===== src/hw/rtl/kms_pkg.sv =====
// Shared constants, types and helper functions for the keypad matrix scanner.
`default_nettype none

package kms_pkg;

    localparam int ROWS        = 4;
    localparam int COLS        = 4;
    localparam int COUNT_WIDTH = 16;

    localparam int ROW_WIDTH       = (ROWS > 1) ? $clog2(ROWS) : 1;
    localparam int LEVEL_WIDTH     = 4;
    localparam int MASK_WIDTH      = 4;
    localparam int OUT_ROW_WIDTH   = 2;
    localparam int TIME_WIDTH      = 16;
    localparam int CFG_INDEX_WIDTH = 8;
    localparam int S_TDATA_WIDTH   = 8;
    localparam int M_TDATA_WIDTH   = 16;

    localparam logic [COUNT_WIDTH-1:0] COUNT_MAX = '1;

    localparam logic [CFG_INDEX_WIDTH-1:0] REG_PRESS_TIME = 8'd0;
    localparam logic [CFG_INDEX_WIDTH-1:0] REG_HOLD_TIME  = 8'd1;

    localparam logic [TIME_WIDTH-1:0] PRESS_TIME_RESET = 16'd1;
    localparam logic [TIME_WIDTH-1:0] HOLD_TIME_RESET  = 16'd40;

    localparam logic [MASK_WIDTH-1:0] DRIVE_NONE = 4'hF;

    typedef logic [COLS-1:0][COUNT_WIDTH-1:0] count_row_t;
    typedef logic [ROW_WIDTH-1:0]             row_t;

    function automatic row_t next_row(input row_t row);
        row_t result;
        if (32'(row) >= ROWS - 1)
        begin
            result = '0;
        end
        else
        begin
            result = row_t'(32'(row) + 1);
        end
        return result;
    endfunction

    function automatic logic [MASK_WIDTH-1:0] drive_pattern(input row_t row);
        logic [MASK_WIDTH-1:0] result;
        result = DRIVE_NONE;
        if (32'(row) < MASK_WIDTH)
        begin
            result[row] = 1'b0;
        end
        return result;
    endfunction

endpackage

`default_nettype wire


===== src/hw/rtl/keypad_matrix_scanner.sv =====
// Top level of the keypad matrix scanner with per-key duration counters in a row memory.
`default_nettype none

// The block scans a key matrix one row per input beat. Each beat on the s_axis
// channel carries the active-low column levels sensed while the current row was
// driven low. Each beat on the m_axis channel reports that row, the keys whose
// duration counter just reached press_time or hold_time, and the active-low
// drive pattern for the next row to scan.
// The counters sit in a row-wide memory with a registered read. A beat
// is read on acceptance and written back when it leaves the read stage,
// and a write that meets a read of the same row is forwarded.
// The block takes one beat per cycle as long as the output side is ready.
// When the receiver stalls, one result waits in the output register and one
// more in the read stage before s_axis_tready falls.
// Reset clears all counters through per-row valid bits, sets the row to zero,
// press_time to 1 and hold_time to 40.
// The configuration channel is always ready. Writes to an unknown index are
// ignored, and writes are meant for idle periods only.
module keypad_matrix_scanner (
    input  wire                               clk,
    input  wire                               rst_n,
    input  wire                               s_axis_tvalid,
    output logic                              s_axis_tready,
    // Bits 3:0 column_levels, bits 7:4 zero.
    input  wire  [kms_pkg::S_TDATA_WIDTH-1:0] s_axis_tdata,
    output logic                              m_axis_tvalid,
    input  wire                               m_axis_tready,
    // Bits 1:0 scanned_row, 5:2 pressed_mask, 9:6 hold_mask, 13:10 row_drive,
    // 15:14 zero.
    output logic [kms_pkg::M_TDATA_WIDTH-1:0] m_axis_tdata,
    input  wire                               cfg_valid,
    output logic                              cfg_ready,
    input  wire  [kms_pkg::CFG_INDEX_WIDTH-1:0] cfg_index,
    input  wire  [kms_pkg::TIME_WIDTH-1:0]    cfg_data
);

    import kms_pkg::*;

    logic [TIME_WIDTH-1:0] press_time_reg;
    logic [TIME_WIDTH-1:0] hold_time_reg;

    row_t       row_index_reg;
    logic       s1_valid_reg;
    row_t       s1_row_reg;
    logic [LEVEL_WIDTH-1:0] s1_levels_reg;
    logic       rd_valid_reg;
    logic       fwd_sel_reg;
    count_row_t fwd_data_reg;
    count_row_t rd_data_reg;
    logic [ROWS-1:0] row_valid_reg;

    count_row_t mem [ROWS];

    logic                  m_valid_reg;
    logic [OUT_ROW_WIDTH-1:0] m_row_reg;
    logic [MASK_WIDTH-1:0] m_pressed_reg;
    logic [MASK_WIDTH-1:0] m_hold_reg;
    logic [MASK_WIDTH-1:0] m_drive_reg;

    logic       s_accept;
    logic       s1_adv;
    logic       wr_en;
    logic       fwd_hit;
    count_row_t cur_counts;
    count_row_t new_counts;
    logic [MASK_WIDTH-1:0] pressed_mask;
    logic [MASK_WIDTH-1:0] hold_mask;

    assign cfg_ready     = 1'b1;
    assign s1_adv        = !m_valid_reg || m_axis_tready;
    assign s_axis_tready = !s1_valid_reg || s1_adv;
    assign s_accept      = s_axis_tvalid && s_axis_tready;
    assign wr_en         = s1_valid_reg && s1_adv;
    assign fwd_hit       = wr_en && (s1_row_reg == row_index_reg);

    always_ff @(posedge clk or negedge rst_n)
    begin
        if (!rst_n)
        begin
            press_time_reg <= PRESS_TIME_RESET;
            hold_time_reg  <= HOLD_TIME_RESET;
        end
        else if (cfg_valid && cfg_ready)
        begin
            case (cfg_index)
                REG_PRESS_TIME: press_time_reg <= cfg_data;
                REG_HOLD_TIME:  hold_time_reg  <= cfg_data;
                default:        ;
            endcase
        end
    end

    always_ff @(posedge clk)
    begin
        if (wr_en)
        begin
            mem[s1_row_reg] <= new_counts;
        end
        if (s_accept)
        begin
            rd_data_reg <= mem[row_index_reg];
        end
    end

    always_ff @(posedge clk or negedge rst_n)
    begin
        if (!rst_n)
        begin
            row_index_reg <= '0;
            s1_valid_reg  <= 1'b0;
            row_valid_reg <= '0;
            rd_valid_reg  <= 1'b0;
            fwd_sel_reg   <= 1'b0;
        end
        else
        begin
            if (wr_en)
            begin
                row_valid_reg[s1_row_reg] <= 1'b1;
            end
            if (s_accept)
            begin
                row_index_reg <= next_row(row_index_reg);
                rd_valid_reg  <= row_valid_reg[row_index_reg];
                fwd_sel_reg   <= fwd_hit;
                s1_valid_reg  <= 1'b1;
            end
            else if (s1_adv)
            begin
                s1_valid_reg <= 1'b0;
            end
        end
    end

    always_ff @(posedge clk)
    begin
        if (s_accept)
        begin
            s1_row_reg    <= row_index_reg;
            s1_levels_reg <= s_axis_tdata[LEVEL_WIDTH-1:0];
            fwd_data_reg  <= new_counts;
        end
    end

    always_comb
    begin
        logic down;
        logic [COUNT_WIDTH-1:0] inc;
        if (fwd_sel_reg)
        begin
            cur_counts = fwd_data_reg;
        end
        else if (rd_valid_reg)
        begin
            cur_counts = rd_data_reg;
        end
        else
        begin
            cur_counts = '0;
        end
        new_counts   = cur_counts;
        pressed_mask = '0;
        hold_mask    = '0;
        for (int c = 0; c < COLS; c++)
        begin
            down = (c < LEVEL_WIDTH) ? !s1_levels_reg[c % LEVEL_WIDTH] : 1'b0;
            inc  = cur_counts[c] + 1'b1;
            if (!down)
            begin
                new_counts[c] = '0;
            end
            else if (cur_counts[c] != COUNT_MAX)
            begin
                new_counts[c] = inc;
                if (c < MASK_WIDTH)
                begin
                    if (32'(inc) == 32'(press_time_reg))
                    begin
                        pressed_mask[c % MASK_WIDTH] = 1'b1;
                    end
                    if (32'(inc) == 32'(hold_time_reg))
                    begin
                        hold_mask[c % MASK_WIDTH] = 1'b1;
                    end
                end
            end
        end
    end

    always_ff @(posedge clk or negedge rst_n)
    begin
        if (!rst_n)
        begin
            m_valid_reg <= 1'b0;
        end
        else if (s1_adv)
        begin
            m_valid_reg <= s1_valid_reg;
        end
    end

    always_ff @(posedge clk)
    begin
        if (wr_en)
        begin
            m_row_reg     <= OUT_ROW_WIDTH'(s1_row_reg);
            m_pressed_reg <= pressed_mask;
            m_hold_reg    <= hold_mask;
            m_drive_reg   <= drive_pattern(next_row(s1_row_reg));
        end
    end

    assign m_axis_tvalid = m_valid_reg;
    assign m_axis_tdata  = {2'b00, m_drive_reg, m_hold_reg, m_pressed_reg, m_row_reg};

endmodule

`default_nettype wire


===== config.mk =====
export PLATFORM = sky130hd
export DESIGN_NAME = keypad_matrix_scanner
export DESIGN_NICKNAME = d
export VERILOG_FILES = /design/src/hw/rtl/kms_pkg.sv /design/src/hw/rtl/keypad_matrix_scanner.sv
export SDC_FILE = /design/constraint.sdc
export NUM_CORES = 1
export LEC_CHECK = 0
export ABC_AREA = 1
export BUFFER_PORTS_ARGS = -buffer_cell sky130_fd_sc_hd__buf_2
export CORE_AREA = 2 2 238 240
export DETAILED_ROUTE_END_ITERATION = 16
export DIE_AREA = 0 0 240 242
export GPL_ROUTABILITY_DRIVEN = 1
export PLACE_DENSITY = 0.61
export SLEW_MARGIN = 0
export SYNTH_ARGS = -nofsm -noshare
export SYNTH_HDL_FRONTEND = slang
export SYNTH_SLANG_ARGS = --single-unit

===== constraint.sdc =====
create_clock -name clk -period 3.7 [get_ports clk]
set_input_delay 0.74 -clock clk [delete_from_list [all_inputs] [get_ports clk]]
set_output_delay 0.74 -clock clk [all_outputs]
set_load 0.03 [all_outputs]

; After elaboration in Yosys (flattened, before gate mapping)
; Memories as Yosys holds them, arrays and structs flattened. A register that Yosys moved wholly into a read port is not among the register bits.
; Cells that the tools add are included.
[word_totals]
register_bits = 126
ramBits = 256
in_bits = 37
n_memories = 1
[op_classes]
addsub = 6
order_cmp = 7
eq_ne = 14
mux = 31
n_bitwise = 6
reduce_logical = 17
[mem_list]
columns = memory, words, width, rd, rd_ports_with_merged_regs, write_ports, line
row1 = mem, 4, 64, 1, 1, 1, keypad_matrix_scanner.sv:52  ; count_row_t mem [ROWS];
[ops]
columns = op, count
row1 = == test 16 bit, 8
row2 = 2-to-1 mux 16 bit, 8
row3 = 2-to-1 mux 64 bit, 2
row4 = adder 16 x 1 -> 16 bit (second input constant), 4
row5 = != test 16 bit (second input constant), 4
row6 = 2-to-1 mux 1 bit, 15
row7 = < comparator 2 x 3 -> 1 bit (second input constant), 3
row8 = == test 8 x 1 -> 1 bit (second input constant), 1
row9 = zero test 8 bit, 1
row10 = OR reduction 2 bit, 4
row11 = 2-to-1 mux 2 bit, 3
row12 = logical AND 1 bit, 5
row13 = adder 2 x 1 -> 2 bit (second input constant), 2
row14 = demux 1 bit (select 2 bit), 2
row15 = greater-or-equal comparator 2 x 1 -> 1 bit (second input constant), 2
row16 = greater-or-equal comparator 2 bit (second input constant), 2
row17 = inverter 1 bit, 4
row18 = inverter 4 bit, 1
row19 = OR 4 bit, 1
row20 = AND reduction 2 bit, 2
row21 = binary-select mux 1 bit (select 2 bit), 1
row22 = == test 2 bit, 1
row23 = zero test 1 bit, 2
row24 = logical OR 1 bit, 2
row25 = nonzero test 2 bit, 1

; Logic depth before layout (Yosys ltp)
[depth]
word_depth = 9
ltp_mapped = 18
ltp_nobuf = 17

; Worst setup path after synthesis
; OpenSTA, ideal clock, no wires.
[synth_path]
kind = input-to-reg
from = in m_axis_tready
to = reg rd_valid_reg
setup_ps = 269
arrival_time_ps = 4135
t_required_ps = 3431
slack_ps = -703
cell_stages = 5
path_cell_list = inv_1 -> nand3_1 -> nand2_1 -> inv_1 -> a31oi_1
[synth_between]
elab_chain_len = 3
[synth_lines]
columns = item, line
row1 = from (decl), keypad_matrix_scanner.sv:27  ; input wire m_axis_tready,
row2 = logical OR 1 bit, keypad_matrix_scanner.sv:70  ; assign s1_adv = !m_valid_reg || m_axis_tready;
row3 = logical OR 1 bit, keypad_matrix_scanner.sv:71  ; assign s_axis_tready = !s1_valid_reg || s1_adv;
row4 = net s_axis_tready, keypad_matrix_scanner.sv:23  ; output logic s_axis_tready,
row5 = logical AND 1 bit, keypad_matrix_scanner.sv:72  ; assign s_accept = s_axis_tvalid && s_axis_tready;
row6 = net s_accept, keypad_matrix_scanner.sv:60  ; logic s_accept;
row7 = to (signal assigned), keypad_matrix_scanner.sv:124  ; rd_valid_reg <= row_valid_reg[row_index_reg];
row8 = to (decl), keypad_matrix_scanner.sv:46  ; logic rd_valid_reg;
; The timed path passes the listed nets, and every way through them passes these cells.
; A chain may end at the register's enable or synchronous reset.

==> impl_metrics.ini <==
[yosys]
synth_edf_count = 404
yosys-top-cells-area = edfxtp_1 55%, nand2_1 12%, nand3_1 5.7%
yosysSeqAreaShare_pct = 60.14
synth.most_common_cell = nand2_1
ys.flop_type = edfxtp_1
netlist_area_um2 = 21920
ys_seq_elements = 446
synth_top_area_share_pct = 55.33
ys_warn_count = 0
async_reset_ff_share_pct = 9.417
yosys.cell_types.count = 39
synth.avg_cell_area_um2 = 9.052
synth_commonest_cells = 722 x nand2_1, 404 x edfxtp_1, 311 x nor2_1
synth_top_area_cell = edfxtp_1
syn_inst = 2422

[finish]
fillers = 5471
largest_reg_flops = 256
fin_nets = 2499
diodes = 0
drive_gt1_share_pct = 9.029
syn2layout_area_growth_pct = 11.92
regArea_um2 = 13200
post-route-cell-area_um2 = 24540
multi_input_area_um2 = 7543

[sta]
max-slew-margin-rel_pct = 33.16
worst_hold_slack_ns = 0.3050
fin_skew_ns = 0.01965
fin_ws_ns = 0.4191
min_period_ns = 3.281
worstMarginPinSlew_ns = 1.000
tns_ns = 0
slew_viol_final = 0
finalSetupViolations = 0
rsz0062_at_grt = false
fin_crit_sh_pct = 88.67
hold_violations = 0
max_freq_ghz = 0.3048

[drt]
drc_errors = 0
viasPerCell = 5.311
ant_nets = 0
vias = 17250
first_pass_iters = 6
wl_per_cell_um = 20.18
wirelength_um = 65540
drt_iter0_drc = 1524

[cts]
clk_pin_slew_ns = 0.06
cts_hold_buf = 0
cts_buffers = 48
clkSinkCount = 446
clockBufferDepth = 3
clock_latency_ns = 0.60
clock-root-buffer = clkbuf_16
cts_setup_buffers = 0
cts_tree = built
htree_levels = 2
cts_resized = 0

[floorplan]
rows = 87
dieHeight_um = 242
dieWidth_um = 240
dieArea_um2 = 58080
core_area_um2 = 55730
start_util_pct = 39.34
io_pins = 56

[setup_path]
timing.rr.end = mem[2][17]
path_cells = buf_4 > nand2_1 > o21ai_4 > ha_1 > nand3_2 > nor2_1 > nand2_1 > nor2_4 > nor2_1 > a211oi_1
path_class = flop to flop
crit_buf_inv = 1
rr_startpoint = rd_valid_reg
critical_path_arrival_ns = 3.58
worstPathRequired_ns = 4.00
reg2reg_slack_ns = 0.42
endpoint_kind = flop
worstPathMaxFanout = 11
ff2ff_path_depth = 10
cp-start-kind = flop
crit_family = simple AND/OR/NAND/NOR gates
crit_slowest_cell = dfrtp_2
critPathMaxStageDelay_ns = 0.57

[placed_design]
place_area_um2 = 22990
dpl_worst_slack_ns = 0.4525
place_hpwl_um = 44120
portBuffers = 48
place_congestion = 0.9582

[global_route]
antenna_found_initial = 0
grt_pass1_wl_um = 98910
grt.total_usage_pct = 22.59
overflow = 0
grt_max_degree = 71
grt_pass1_vias = 16470

[hold_path]
min_path_type = primary input to async pin

[power]
power.density_nw_per_um2 = 820.5
peakVddDrop_uv = 467.4
power.leakage_nw = 9.825

[run]
max_cap_violations = 0

[outcome]
status = complete, no violations
layout by cell type (no fill, tap or decap), drive strengths merged:
cell type | Yosys | routed
nor3 | 7 | 7
dfrtp | 39 | 39
inv | 189 | 190
xor2 | 4 | 4
clkbuf | 50 | 55
nor2 | 342 | 342
a211oi | 2 | 2
ha | 5 | 5
o41ai | 1 | 1
or2 | 2 | 2
a31oi | 9 | 9
conb | 2 | 3
edfxtp | 404 | 404
clkinvlp | 0 | 3
o21ai | 201 | 201
xnor2 | 8 | 8
nand3b | 3 | 3
nand4 | 11 | 11
a22oi | 1 | 1
buf | 46 | 80
nand2 | 732 | 732
a21oi | 37 | 37
o22ai | 66 | 66
o211ai | 1 | 1
bufinv | 0 | 6
dfstp | 3 | 3
or4 | 1 | 1
clkinv | 2 | 22
nand3 | 254 | 254
worst register-to-register path: stages (launching register included):
cell,delay (ns)
dfrtp_2,0.57
buf_4,0.25
nand2_1,0.11
o21ai_4,0.24
ha_1,0.32
nand3_2,0.16
nor2_1,0.27
nand2_1,0.16
nor2_4,0.27
nor2_1,0.07
a211oi_1,0.57
layer usage:
layer	wire, µm	track usage (%)
met5	0	0
met2	29180	34.84
met1	29570	32.15
met3	4728	4.387
met4	2065	7.070
logic make-up after synthesis:
kind of cell	synth area share, %
AOI/OAI and AO/OA	7.853
xor gates and xnor gates	0.4794
adders and majority gates	0.2853
buffers and inverters	5.604
DFF	60.14
other	0.03425
and+or+nand+nor	25.60
metrics by stage:
step,instances,util (%),power (mW)
global placement,3163,41.25,15.18
CTS,3248,44.03,20.20
global route,3248,44.03,21.49
finish,3248,44.03,20.13
detailed placement,3163,41.25,15.35
floorplan,2423,-,12.98
area by class of cell:
cell class | instances | area share (%)
sequential | 446 | 53.78
multi-input combinational | 1690 | 30.74
clock inverter | 30 | 1.219
timing repair buffer | 80 | 2.366
tap | 756 | 3.855
inverter | 191 | 2.947
clock buffer | 55 | 5.089
power breakdown:
group / total, mW / switching (mW) / internal (mW)
Combinational: 7.86 / 5.66 / 2.20
Clock: 4.83 / 2.01 / 2.83
Sequential: 7.44 / 0.443 / 6.99
Total: 20.1 / 8.11 / 12.0
worst max path at each step:
| stage | from | end | slack (ns) | depth (start not counted) |
|---|---|---|---|---|
| after floorplan | m_axis_tready | mem[0][0] | -0.50 | 4 |
| after global placement | rd_valid_reg | mem[0][28] | 0.52 | 10 |
| after detailed placement | rd_valid_reg | mem[3][17] | 0.45 | 10 |
| after CTS | rd_valid_reg | mem[2][17] | 0.43 | 10 |
| after global routing | rd_valid_reg | mem[1][17] | 0.17 | 10 |
| final | rd_valid_reg | mem[2][17] | 0.42 | 10 |
Note: power is estimated with default switching activity, not from simulation.
